===== src/assert_macros.svh =====
`ifndef ASSERT_MACROS_SVH
`define ASSERT_MACROS_SVH

// same-cycle implication, checked on the rising edge, off during reset
`define ASSERT_IMPLY(label, clk, rst_n, ante, cons, msg) \
    label: assert property (@(posedge clk) disable iff (!rst_n) (ante) |-> (cons)) \
        else $error(msg);

// next-cycle implication, checked on the rising edge, off during reset
`define ASSERT_NEXT(label, clk, rst_n, ante, cons, msg) \
    label: assert property (@(posedge clk) disable iff (!rst_n) (ante) |=> (cons)) \
        else $error(msg);

`endif


===== src/i2cmte_pkg.sv =====
`timescale 1ns / 1ps

package i2cmte_pkg;

    // configuration port
    localparam int CFG_IDX_W  = 2;
    localparam int CFG_DATA_W = 16;
    localparam logic [CFG_IDX_W-1:0] CFG_HALF_PERIOD   = 2'd0;
    localparam logic [CFG_IDX_W-1:0] CFG_STRETCH_LIMIT = 2'd1;

    localparam logic [15:0] HALF_PERIOD_RESET   = 16'd10;
    localparam logic [7:0]  STRETCH_LIMIT_RESET = 8'd100;

    // command codes
    localparam logic [1:0] CMD_TICK         = 2'd0;
    localparam logic [1:0] CMD_WRITE_STOP   = 2'd1;
    localparam logic [1:0] CMD_WRITE_RSTART = 2'd2;
    localparam logic [1:0] CMD_READ         = 2'd3;

    localparam logic [3:0] BITS_PER_BYTE = 4'd8;

    typedef enum logic [3:0] {
        PH_IDLE,
        PH_START_SCL,
        PH_OUT_SETUP,
        PH_ACKCHK_SETUP,
        PH_IN_SETUP,
        PH_ACKSEND_SETUP,
        PH_RELEASE,
        PH_POLL,
        PH_STOP_A,
        PH_STOP_B,
        PH_STOP_C,
        PH_FINISH
    } t_phase;

    typedef enum logic [2:0] {
        ROLE_ADDR,
        ROLE_WDATA,
        ROLE_ACKCHK,
        ROLE_RDATA,
        ROLE_ACKSEND
    } t_role;

    typedef struct packed {
        logic [1:0] command;
        logic [6:0] target_address;
        logic [7:0] byte_count;
        logic [7:0] write_data;
        logic       scl_sense;
        logic       sda_sense;
    } t_in_beat;

    typedef struct packed {
        logic       scl_pull_low;
        logic       sda_pull_low;
        logic       busy_res;
        logic       write_taken;
        logic       read_valid;
        logic [7:0] read_data;
        logic       done_res;
        logic       status;
        logic       stretch_timeout;
    } t_out_beat;

    typedef struct packed {
        t_phase      phase;
        logic [15:0] delay_count;
        logic [7:0]  poll_count;
        logic [7:0]  shift_byte;
        logic [3:0]  bit_index;
        logic [7:0]  bytes_left;
        logic [1:0]  transaction_kind;
        logic        scl_driven_low;
        logic        sda_driven_low;
        logic        ack_failed;
        t_role       bit_role;
    } t_state;

    localparam t_state STATE_RESET = '{
        phase:            PH_IDLE,
        delay_count:      16'd0,
        poll_count:       8'd0,
        shift_byte:       8'd0,
        bit_index:        4'd0,
        bytes_left:       8'd0,
        transaction_kind: 2'd0,
        scl_driven_low:   1'b0,
        sda_driven_low:   1'b0,
        ack_failed:       1'b0,
        bit_role:         ROLE_ADDR
    };

endpackage


===== src/i2c_master_transaction_engine_unit.sv =====
`timescale 1ns / 1ps
// i2c master transaction engine, one timing tick per input beat
// input channel (i_in_valid / o_in_ready / i_in_data): each beat is one tick,
//   carrying a command (taken only when idle), address, byte count, the next
//   write byte and the sampled scl and sda line levels
// output channel (o_out_valid / i_out_ready / o_out_data): exactly one result
//   beat per input beat, in order: open-drain pin drives, busy, write byte
//   taken, received byte, done and status, stretch timeout
// config port: i_cfg_we with i_cfg_index 0 sets the half period in ticks,
//   index 1 sets the scl stretch poll limit; other indexes are ignored
// timing: a beat's result is registered and shows on the output in the cycle after the
//   beat is accepted; one beat per cycle is sustained while the receiver is ready, set by
//   the single step stage between the state registers and the result register
// a stalled receiver holds the result register and the input waits with it;
//   input is taken again in the cycle the held result leaves, so a stall
//   adds no bubble beyond its own length
// reset: idle, both lines released, half period 10, poll limit 100,
//   output register empty

`include "assert_macros.svh"

module i2c_master_transaction_engine_unit (
    input  logic                                i_clk,
    input  logic                                i_rst_n,
    input  logic                                i_in_valid,
    output logic                                o_in_ready,
    input  i2cmte_pkg::t_in_beat                i_in_data,
    output logic                                o_out_valid,
    input  logic                                i_out_ready,
    output i2cmte_pkg::t_out_beat               o_out_data,
    input  logic                                i_cfg_we,
    input  logic [i2cmte_pkg::CFG_IDX_W-1:0]    i_cfg_index,
    input  logic [i2cmte_pkg::CFG_DATA_W-1:0]   i_cfg_data
);
    import i2cmte_pkg::*;

    // engine state and configuration
    t_state      r_state;
    t_state      n_state;
    logic [15:0] r_half_period;
    logic [7:0]  r_poll_limit;

    // result register
    logic        r_out_valid;
    t_out_beat   r_out_data;
    t_out_beat   n_out_data;

    logic        in_beat;

    // free slot, or the held result leaves this cycle
    assign o_in_ready = !r_out_valid || i_out_ready;
    assign in_beat    = i_in_valid && o_in_ready;

    i2cmte_step u_step (
        .i_state       (r_state),
        .i_half_period (r_half_period),
        .i_poll_limit  (r_poll_limit),
        .i_in          (i_in_data),
        .o_state       (n_state),
        .o_out         (n_out_data)
    );

    // configuration registers
    always_ff @(posedge i_clk) begin
        if (!i_rst_n) begin
            r_half_period <= HALF_PERIOD_RESET;
            r_poll_limit  <= STRETCH_LIMIT_RESET;
        end else if (i_cfg_we) begin
            case (i_cfg_index)
                CFG_HALF_PERIOD:   r_half_period <= i_cfg_data;
                CFG_STRETCH_LIMIT: r_poll_limit  <= i_cfg_data[7:0];
                default:           r_poll_limit  <= r_poll_limit;
            endcase
        end
    end

    // engine state advances once per accepted tick
    always_ff @(posedge i_clk) begin
        if (!i_rst_n) begin
            r_state <= STATE_RESET;
        end else if (in_beat) begin
            r_state <= n_state;
        end
    end

    // output valid flag
    always_ff @(posedge i_clk) begin
        if (!i_rst_n) begin
            r_out_valid <= 1'b0;
        end else if (in_beat) begin
            r_out_valid <= 1'b1;
        end else if (i_out_ready) begin
            r_out_valid <= 1'b0;
        end
    end

    // result payload, no reset needed
    always_ff @(posedge i_clk) begin
        if (in_beat) begin
            r_out_data <= n_out_data;
        end
    end

    assign o_out_valid = r_out_valid;
    assign o_out_data  = r_out_data;

    `ASSERT_NEXT(a_beat_gives_result, i_clk, i_rst_n, in_beat, r_out_valid,
        "accepted beat lost its result")
    `ASSERT_IMPLY(a_stall_blocks_input, i_clk, i_rst_n, r_out_valid && !i_out_ready,
        !o_in_ready, "input taken over a held result")
    `ASSERT_IMPLY(a_idle_lines_free, i_clk, i_rst_n, r_state.phase == PH_IDLE,
        !r_state.scl_driven_low && !r_state.sda_driven_low, "idle engine still pulls a line")
    `ASSERT_IMPLY(a_done_not_busy, i_clk, i_rst_n, r_out_valid && r_out_data.done_res,
        !r_out_data.busy_res, "done beat still reports busy")
    `ASSERT_IMPLY(a_status_on_done, i_clk, i_rst_n, r_out_valid && r_out_data.status,
        r_out_data.done_res, "status set outside the done beat")

endmodule


===== src/i2cmte_step.sv =====
`timescale 1ns / 1ps

module i2cmte_step (
    input  i2cmte_pkg::t_state    i_state,
    input  logic [15:0]           i_half_period,
    input  logic [7:0]            i_poll_limit,
    input  i2cmte_pkg::t_in_beat  i_in,
    output i2cmte_pkg::t_state    o_state,
    output i2cmte_pkg::t_out_beat o_out
);
    import i2cmte_pkg::*;

    logic       act;
    logic [7:0] poll_inc;
    logic       poll_timeout;
    logic       bit_done;
    logic [3:0] idx_inc;
    logic       byte_full;
    t_phase     fin_phase;
    t_phase     n_phase;
    t_state     ns;

    // an action tick: busy and the wait has run out
    assign act          = (i_state.phase != PH_IDLE) && (i_state.delay_count == 16'd0);
    assign poll_inc     = i_state.poll_count + 8'd1;
    assign poll_timeout = act && (i_state.phase == PH_POLL) && !i_in.scl_sense
                          && (poll_inc >= i_poll_limit);
    assign bit_done     = act && (i_state.phase == PH_POLL)
                          && (i_in.scl_sense || poll_timeout);
    assign idx_inc      = i_state.bit_index + 4'd1;
    assign byte_full    = (idx_inc >= BITS_PER_BYTE);

    // phase that follows a completed bit
    always_comb begin
        case (i_state.bit_role)
            ROLE_ADDR, ROLE_WDATA: begin
                fin_phase = byte_full ? PH_ACKCHK_SETUP : PH_OUT_SETUP;
            end
            ROLE_ACKCHK: begin
                if (i_in.sda_sense || (i_state.bytes_left == 8'd0)) begin
                    fin_phase = PH_STOP_A;
                end else if (i_state.transaction_kind == CMD_READ) begin
                    fin_phase = PH_IN_SETUP;
                end else begin
                    fin_phase = PH_OUT_SETUP;
                end
            end
            ROLE_RDATA: begin
                fin_phase = byte_full ? PH_ACKSEND_SETUP : PH_IN_SETUP;
            end
            default: begin
                fin_phase = (i_state.bytes_left != 8'd0) ? PH_IN_SETUP : PH_STOP_A;
            end
        endcase
    end

    // next phase
    always_comb begin
        n_phase = i_state.phase;
        if (i_state.phase == PH_IDLE) begin
            if (i_in.command != CMD_TICK) begin
                n_phase = PH_START_SCL;
            end
        end else if (act) begin
            case (i_state.phase)
                PH_START_SCL:     n_phase = PH_OUT_SETUP;
                PH_OUT_SETUP:     n_phase = PH_RELEASE;
                PH_ACKCHK_SETUP:  n_phase = PH_RELEASE;
                PH_IN_SETUP:      n_phase = PH_RELEASE;
                PH_ACKSEND_SETUP: n_phase = PH_RELEASE;
                PH_RELEASE:       n_phase = PH_POLL;
                PH_POLL: begin
                    if (bit_done) begin
                        n_phase = fin_phase;
                    end
                end
                PH_STOP_A: n_phase = PH_STOP_B;
                PH_STOP_B: begin
                    n_phase = (i_state.transaction_kind == CMD_WRITE_RSTART) ?
                              PH_FINISH : PH_STOP_C;
                end
                PH_STOP_C: n_phase = PH_FINISH;
                PH_FINISH: n_phase = PH_IDLE;
                default:   n_phase = PH_IDLE;
            endcase
        end
    end

    // datapath and result fields
    always_comb begin
        ns    = i_state;
        o_out = '0;
        if (i_state.phase == PH_IDLE) begin
            if (i_in.command != CMD_TICK) begin
                ns.transaction_kind = i_in.command;
                ns.ack_failed       = 1'b0;
                ns.bytes_left       = i_in.byte_count;
                ns.shift_byte       = {i_in.target_address, i_in.command == CMD_READ};
                ns.bit_index        = 4'd0;
                ns.bit_role         = ROLE_ADDR;
                ns.sda_driven_low   = 1'b1;
                ns.delay_count      = i_half_period;
            end
        end else if (!act) begin
            ns.delay_count = i_state.delay_count - 16'd1;
        end else begin
            ns.delay_count = i_half_period;
            case (i_state.phase)
                PH_START_SCL: ns.scl_driven_low = 1'b1;
                PH_OUT_SETUP: begin
                    if ((i_state.bit_role == ROLE_WDATA) && (i_state.bit_index == 4'd0)) begin
                        ns.shift_byte     = i_in.write_data;
                        o_out.write_taken = 1'b1;
                    end
                    ns.sda_driven_low = !ns.shift_byte[7];
                end
                PH_ACKCHK_SETUP, PH_IN_SETUP: ns.sda_driven_low = 1'b0;
                PH_ACKSEND_SETUP: ns.sda_driven_low = (i_state.bytes_left != 8'd0);
                PH_RELEASE: begin
                    ns.scl_driven_low = 1'b0;
                    ns.poll_count     = 8'd0;
                end
                PH_POLL: begin
                    if (!i_in.scl_sense) begin
                        ns.poll_count = poll_inc;
                    end
                    o_out.stretch_timeout = poll_timeout;
                    if (bit_done) begin
                        ns.scl_driven_low = 1'b1;
                        case (i_state.bit_role)
                            ROLE_ADDR, ROLE_WDATA: begin
                                ns.shift_byte = {i_state.shift_byte[6:0], 1'b0};
                                ns.bit_index  = idx_inc;
                                if (byte_full) begin
                                    ns.bit_role = ROLE_ACKCHK;
                                end
                            end
                            ROLE_ACKCHK: begin
                                if (i_in.sda_sense) begin
                                    ns.ack_failed = 1'b1;
                                end else if (i_state.bytes_left == 8'd0) begin
                                    ns.ack_failed = i_state.ack_failed;
                                end else if (i_state.transaction_kind == CMD_READ) begin
                                    ns.bit_role   = ROLE_RDATA;
                                    ns.bit_index  = 4'd0;
                                    ns.shift_byte = 8'd0;
                                end else begin
                                    ns.bytes_left = i_state.bytes_left - 8'd1;
                                    ns.bit_role   = ROLE_WDATA;
                                    ns.bit_index  = 4'd0;
                                end
                            end
                            ROLE_RDATA: begin
                                ns.shift_byte = {i_state.shift_byte[6:0], i_in.sda_sense};
                                ns.bit_index  = idx_inc;
                                if (byte_full) begin
                                    o_out.read_valid = 1'b1;
                                    o_out.read_data  = ns.shift_byte;
                                    ns.bytes_left    = i_state.bytes_left - 8'd1;
                                    ns.bit_role      = ROLE_ACKSEND;
                                end
                            end
                            default: begin
                                if (i_state.bytes_left != 8'd0) begin
                                    ns.bit_role   = ROLE_RDATA;
                                    ns.bit_index  = 4'd0;
                                    ns.shift_byte = 8'd0;
                                end
                            end
                        endcase
                    end
                end
                PH_STOP_A: begin
                    ns.sda_driven_low = (i_state.transaction_kind != CMD_WRITE_RSTART);
                end
                PH_STOP_B: ns.scl_driven_low = 1'b0;
                PH_STOP_C: ns.sda_driven_low = 1'b0;
                PH_FINISH: begin
                    ns.delay_count = i_state.delay_count;
                    o_out.done_res = 1'b1;
                    o_out.status   = i_state.ack_failed;
                end
                default: ns.delay_count = i_state.delay_count;
            endcase
        end
        ns.phase           = n_phase;
        o_out.scl_pull_low = ns.scl_driven_low;
        o_out.sda_pull_low = ns.sda_driven_low;
        o_out.busy_res     = (n_phase != PH_IDLE);
    end

    assign o_state = ns;

endmodule


===== config.mk =====
export PLATFORM = sky130hd
export DESIGN_NAME = i2c_master_transaction_engine_unit
export DESIGN_NICKNAME = d
export VERILOG_FILES = /design/src/i2cmte_pkg.sv /design/src/i2c_master_transaction_engine_unit.sv /design/src/i2cmte_step.sv
export VERILOG_INCLUDE_DIRS = /design/src /design/src/src
export SDC_FILE = /design/constraint.sdc
export NUM_CORES = 1
export LEC_CHECK = 0
export ABC_AREA = 1
export BUFFER_PORTS_ARGS = -buffer_cell sky130_fd_sc_hd__buf_2
export CORE_MARGIN = 8
export CORE_UTILIZATION = 55
export CTS_BUF_LIST = sky130_fd_sc_hd__clkbuf_8
export DETAILED_ROUTE_END_ITERATION = 8
export PLACE_DENSITY = 0.77
export SYNTH_ARGS = -nofsm -noshare
export SYNTH_HDL_FRONTEND = slang
export SYNTH_HIERARCHICAL = 1
export SYNTH_SLANG_ARGS = --single-unit

===== constraint.sdc =====
create_clock -name i_clk -period 3.9 [get_ports i_clk]
set_clock_uncertainty 0.05 [all_clocks]
set_input_delay 0.39 -clock i_clk [delete_from_list [all_inputs] [get_ports i_clk]]
set_output_delay 0.39 -clock i_clk [all_outputs]
set_load 0.01 [all_outputs]

# [After elaboration in Yosys (flattened, before gate mapping)]
# Cells that the tools add are included.
[classes] addsub=4 magnitude_cmp=2 eq_ne=33 n_mux=59 bitwise=8 reduce_logical=55
[ops] op="2-to-1 mux 20 bit" n=5
[ops] op="2-to-1 mux 16 bit" n=4
[ops] op="2-to-1 mux 8 bit" n=8
[ops] op="one-hot mux 8 bit (2 select lines)" n=3
[ops] op="one-hot mux 12 bit (3 select lines)" n=1
[ops] op="2-to-1 mux 4 bit" n=8
[ops] op="AND reduction 10 bit" n=3
[ops] op="one-hot mux 4 bit (7 select lines)" n=1
[ops] op="2-to-1 mux 12 bit" n=2
[ops] op="2-to-1 mux 22 bit" n=1
[ops] op="2-to-1 mux 3 bit" n=6
[ops] op="== test 4 x 3 -> 1 bit (second input constant)" n=4
[ops] op="== test 4 bit (second input constant)" n=4
[ops] op="logical NOT 16 bit" n=1
[ops] op="nonzero test 2 bit" n=8
[ops] op="subtractor 16 x 1 -> 16 bit (second input constant)" n=1
[ops] op="inequality test 4 bit (second input constant)" n=3
[ops] op="one-hot mux 4 bit (3 select lines)" n=1
[ops] op="OR reduction 3 bit" n=4
[ops] op="2-to-1 mux 1 bit" n=10
[ops] op="2-to-1 mux 5 bit" n=2
[ops] op="OR reduction 10 bit" n=1
[ops] op="2-to-1 mux 9 bit" n=1
[ops] op="inequality test 3 x 1 -> 1 bit (second input constant)" n=3
[ops] op="42 further kinds" n=76
[totals] regBits=97 inputBits=50 out_inout_bits=18 word_cells=185

# [Depth between registers and ports, before layout]
[depth] word_depth=12 mapped_depth=24 ltp_nobuf=24

# [Hierarchy]
# The synthesis kept the hierarchy.
[modules_own_cells] mod="i2c_master_transaction_engine_unit" instances=1 cells_each=538 area_each_um2=4080.2 seq_area_each_um2=2102.0
[modules_own_cells] mod="i2cmte_step" instances=1 cells_each=704 area_each_um2=3419.5 seq_area_each_um2=0.0

# [Least setup slack after synthesis]
# Ideal clock, no wire load.
[synth_timing] path_type="register -> register" start="reg r_state[30] (netlist name)" end="reg r_state[18] (netlist name)" setup_ps=64 t_arrival_ps=2704 required_time_ps=3786 slack_ps=1082 stages_incl_launch_ff=21 n_path_buf=0 synth_period_minus_slack_ps=2818 path_cell_list="dfxtp_1 > inv_1 > nor3_1 > nand4_1 > nor2_1 > xor2_1 > ha_1 > a21oi_1 > o21a_1 > nand3_1 > nand2_4 > inv_2 > nand2_2 > inv_1 > o21ai_0 > nand2_1 > o21ai_0 > inv_1 > nand3_1 > nand2_1 > nor2_1"
[synth_via] elab_chain_cells=7
[synth_lines] item="start, declared" line_no="i2c_master_transaction_engine_unit.sv:38" text="t_state r_state;"
[synth_lines] item="start signal, assigned" line_no="i2c_master_transaction_engine_unit.sv:82" text="r_state <= n_state;"
[synth_lines] item="adder 8 x 1 -> 8 bit" line_no="i2cmte_step.sv:25" text="assign poll_inc = i_state.poll_count + 8'd1;"
[synth_lines] item=">= comparator 8 bit" line_no="i2cmte_step.sv:27" text="&& (poll_inc >= i_poll_limit);"
[synth_lines] item="logical AND 1 bit" line_no="i2cmte_step.sv:27"
[synth_lines] item="logical OR 1 bit" line_no="i2cmte_step.sv:29" text="&& (i_in.scl_sense || poll_timeout);"
[synth_lines] item="logical AND 1 bit" line_no="i2cmte_step.sv:29"
[synth_lines] item="nonzero test 2 bit (no line)"
[synth_lines] item="AND reduction 8 bit (no line)"
# Every way passes these cells.
# A chain may end at the register's enable or synchronous reset.

# [Worst setup path after layout]
[layout_timing] start="reg r_state[30] (netlist name)" end="reg r_state[27] (netlist name)"
[layout_via] elab_chain_cells=7
[layout_lines] item="adder 8 x 1 -> 8 bit" line_no="i2cmte_step.sv:25"
[layout_lines] item=">= comparator 8 bit" line_no="i2cmte_step.sv:27"
[layout_lines] item="logical AND 1 bit" line_no="i2cmte_step.sv:27"
[layout_lines] item="logical OR 1 bit" line_no="i2cmte_step.sv:29"
[layout_lines] item="logical AND 1 bit" line_no="i2cmte_step.sv:29"
[layout_lines] item="inequality test 3 x 2 -> 1 bit (no line)"
[layout_lines] item="AND reduction 9 bit (no line)"
# Every way passes these cells.

==> qor.yml <==
synth_top_family_by_area: "simple AND/OR/NAND/NOR gates"
crit_path_frequent_cell: "nand2_1"
ant_nets: 0
core_um2: 13300
cp.required_ps: 4190
worstSetupStartpoint: "r_state[30]"
gp_congestion: 0.934
insertion_delay_ps: 390
vias_per_cell: 5.47
pwr_density_cell_nw_per_um2: 330
synthToLayoutAreaGrowth_pct: 5.89
rsz0062_at_grt: "no"
status: "completed"
route.detailed.drc: 0
irDropWorstVdd_mv: 0.322
synth_fa_ha_area_share_pct: 2.34
fp-row-count: 42
numCtsBuffers: 9
track_usage_pct: 22.5
root_buffer: "clkbuf_8"
cts_tree: "built"
path_clk_slew_ps: 100
cts_hold_buf: 0
synthXorXnorAreaFrac_pct: 1.87
power_uw: 2620
cts.sinks: 97
crit_slowest_cell: "dfxtp_1"
grtUsageMet3_pct: 4.62
path_max_fanout: 10
post_cts_buffers: 0
num_antenna_cells: 0
critPathCapture: "r_state[27]"
placed_cell_area_um2: 7770
cap_violations: 0
critPathKind: "reg -> reg"
setup_viol: 0
drt_iter0_drc: 716
wirelength_um: 20100
fmax_ghz: 0.298
die-area_um2: 17600
path_cells: "inv_1 > nor3_1 > nand4_1 > nor2_1 > xor2_1 > ha_1 > a21oi_1 > o21a_1 > nand3_1 > nand2_4 > inv_2 > nand2_2 > nand2_1 > a21oi_1 > o21ai_0 > nand2_1 > inv_1 > nand3_1 > nand2_1 > nor2_1"
timing.rr.start: "r_state[30]"
antenna_found_initial: 0
p_int_uw: 1620
die_h_um: 133
rrSetupSlack_ps: 550
post_cts_resized: 0
synth-compound-area-share_pct: 18.9
wl_per_cell_um: 13.9
slew_viol_final: 0
hold_viol_final: 0
start_util_pct: 56.4
seq_area_frac_synth_pct: 28.0
utilization_pct: 59.7
pwr-share-comb_pct: 31.4
fin_crit_sh_pct: 85.9
synth_warnings: 6
setup_tns_ps: 0
grt_pass1_wl_um: 33400
slowest_delay_ps: 420
first_pass_iters: 5
rr_endpoint: "r_state[27]"
hp-start: "i_cfg_data[4]"
sequentialPowerShare_pct: 44.8
reg2reg_depth: 20
grt.overflow.total: 0
grt_max_degree: 72
synth.area.mux_share_pct: 0
design_area_um2: 7940
slew_headroom_pct: 30.1
cts_max_level: 3
netlist-cell-type-count: 42
syn-cell-area_um2: 7500
ys_ff_latch: 97
syn_inst: 1242
vias: 7899
final.min_clock_period_ps: 3350
grtUsageMet1_pct: 28.2
syn_area_per_cell_um2: 6.04
p_clk_share_pct: 23.8
startpoint_type: "flop"
syn_nets: 1306
hp-class: "in -> reg"
critPathCaptureType: "flop"
met2_usage_pct: 38.2
place_hpwl_um: 13800
cp.arrival_ps: 3640
max_slew.worst_pin.slew_ps: 1050
port_buffers: 67
synth-simple-area-share_pct: 35.0
grt_pass1_vias: 6965
die_x_um: 133
grt_busiest_layer: "met2"
final_layout_size_suffix_gt1_share_pct: 10.3
clockBufferDepth: 2
netSwitchingFraction_pct: 38.2
io_pins: 68
power.switching_uw: 999
cellLeakagePower_uw: 0.00384
nNetsFinal: 1328
per-layer routing:
metal	routed length, um	share of wire, %	vias up
met4	260	1.3	0
li1	-	-	4062
met2	9510	47	247
met3	1250	6.2	23
met5	0	0	-
met1	9120	45	3567
power groups by stage:
stage               clock (uW)  combinational [uW]  sequential, uW
floorplan                    0                 653            1180
global placement             0                 800            1190
detailed placement           0                 811            1190
CTS                        638                 814            1170
global route               677                 936            1180
finish                     623                 823            1170
worst min path at each step:
stage                            endpoint  slack [ps]  depth (start not counted)
after floorplan           r_poll_limit[2]         380                          2
after global placement    r_poll_limit[2]         390                          2
after detailed placement  r_poll_limit[6]         400                          2
after CTS                 r_poll_limit[4]         170                          3
after global routing      r_poll_limit[0]         170                          3
final                     r_poll_limit[4]         190                          3
cell usage in the layout, fill, tap and decap left out, types with 2 or more instances in the layout:
cell type | netlist | final
a21oi_1 | 120 | 119
clkinv_1 | 2 | 2
clkbuf_8 | 0 | 9
a22oi_1 | 8 | 8
nor2_1 | 172 | 171
edfxtp_1 | 16 | 16
inv_2 | 12 | 12
nand3_1 | 119 | 119
ha_1 | 14 | 14
o32ai_1 | 6 | 6
inv_1 | 165 | 166
nor2_2 | 4 | 5
nand4_1 | 13 | 13
o22ai_1 | 14 | 14
o21ai_1 | 11 | 11
nor2_4 | 9 | 9
nor3_1 | 11 | 11
xnor2_1 | 5 | 5
nand2_2 | 7 | 7
nand2_1 | 267 | 266
o211ai_1 | 8 | 8
nand2_4 | 3 | 4
xor2_1 | 11 | 11
buf_2 | 25 | 66
inv_6 | 0 | 3
o21ai_0 | 85 | 85
dfxtp_1 | 81 | 81
buf_4 | 13 | 11
critical path, delay by kind of cell, from the launching register on:
| family | cells | cell delay, ps |
|---|---|---|
| AND/OR/NAND/NOR | 11 | 1650 |
| flip-flops | 1 | 420 |
| AO/OA/AOI/OAI | 4 | 510 |
| buffers and inverters | 3 | 180 |
| adder cells (fa/ha/maj) | 1 | 270 |
| XOR/XNOR | 1 | 200 |
synthesized netlist by cell type, drive strengths merged:
cell type / count / share of area [%]
and3: 1 / 0.083
o22ai: 14 / 1.2
o211ai: 8 / 0.80
o21bai: 1 / 0.10
inv: 177 / 8.9
dfxtp: 81 / 22
nor4: 1 / 0.083
a32o: 1 / 0.13
clkbuf: 20 / 1.0
o32ai: 6 / 0.70
edfxtp: 16 / 6.4
a32oi: 1 / 0.12
nand4: 13 / 1.1
a21o: 1 / 0.10
o31ai: 1 / 0.10
nor3b: 1 / 0.10
o21a: 1 / 0.10
a22oi: 8 / 0.80
a21boi: 1 / 0.10
xnor2: 5 / 0.58
a221oi: 1 / 0.12
o211a: 1 / 0.13
nor3: 11 / 0.73
buf: 46 / 4.0
xor2: 11 / 1.3
nand3: 120 / 8.2
a21oi: 120 / 8.0
clkinv: 2 / 0.10
nor2: 185 / 10
o21ai: 96 / 6.4
ha: 14 / 2.3
nand2: 277 / 14
cell families (layout without fill, tap and decap cells):
| family | count (synthesis) | in the layout |
|---|---|---|
| AO/OA/AOI/OAI | 261 | 261 |
| buffers and inverters | 245 | 271 |
| adder cells (fa/ha/maj) | 14 | 14 |
| AND/OR/NAND/NOR | 609 | 609 |
| XOR/XNOR | 16 | 16 |
| flip-flops | 97 | 97 |
layout make-up:
type	count	area [um^2]
inverter	179	672
fill	1383	5350
multi-input combinational	900	4370
tap	176	220
timing repair buffer	77	413
clock inverter	6	43.8
clock buffer	9	124
sequential	97	2100
flip-flops by register name, indices dropped and copies added (netlist names):
register       flops
r_state           56
o_out_data        16
r_half_period     16
r_poll_limit       8
o_out_valid        1
through the flow:
step | setup WS, ps | std cells | hold WS (ps)
after floorplan | 1080 | 1242 | 379
after global placement | 808 | 1429 | 390
after detailed placement | 674 | 1429 | 396
after CTS | 598 | 1444 | 170
after global routing | 179 | 1444 | 173
final | 548 | 1444 | 190
(Power assumes the default switching activity.)
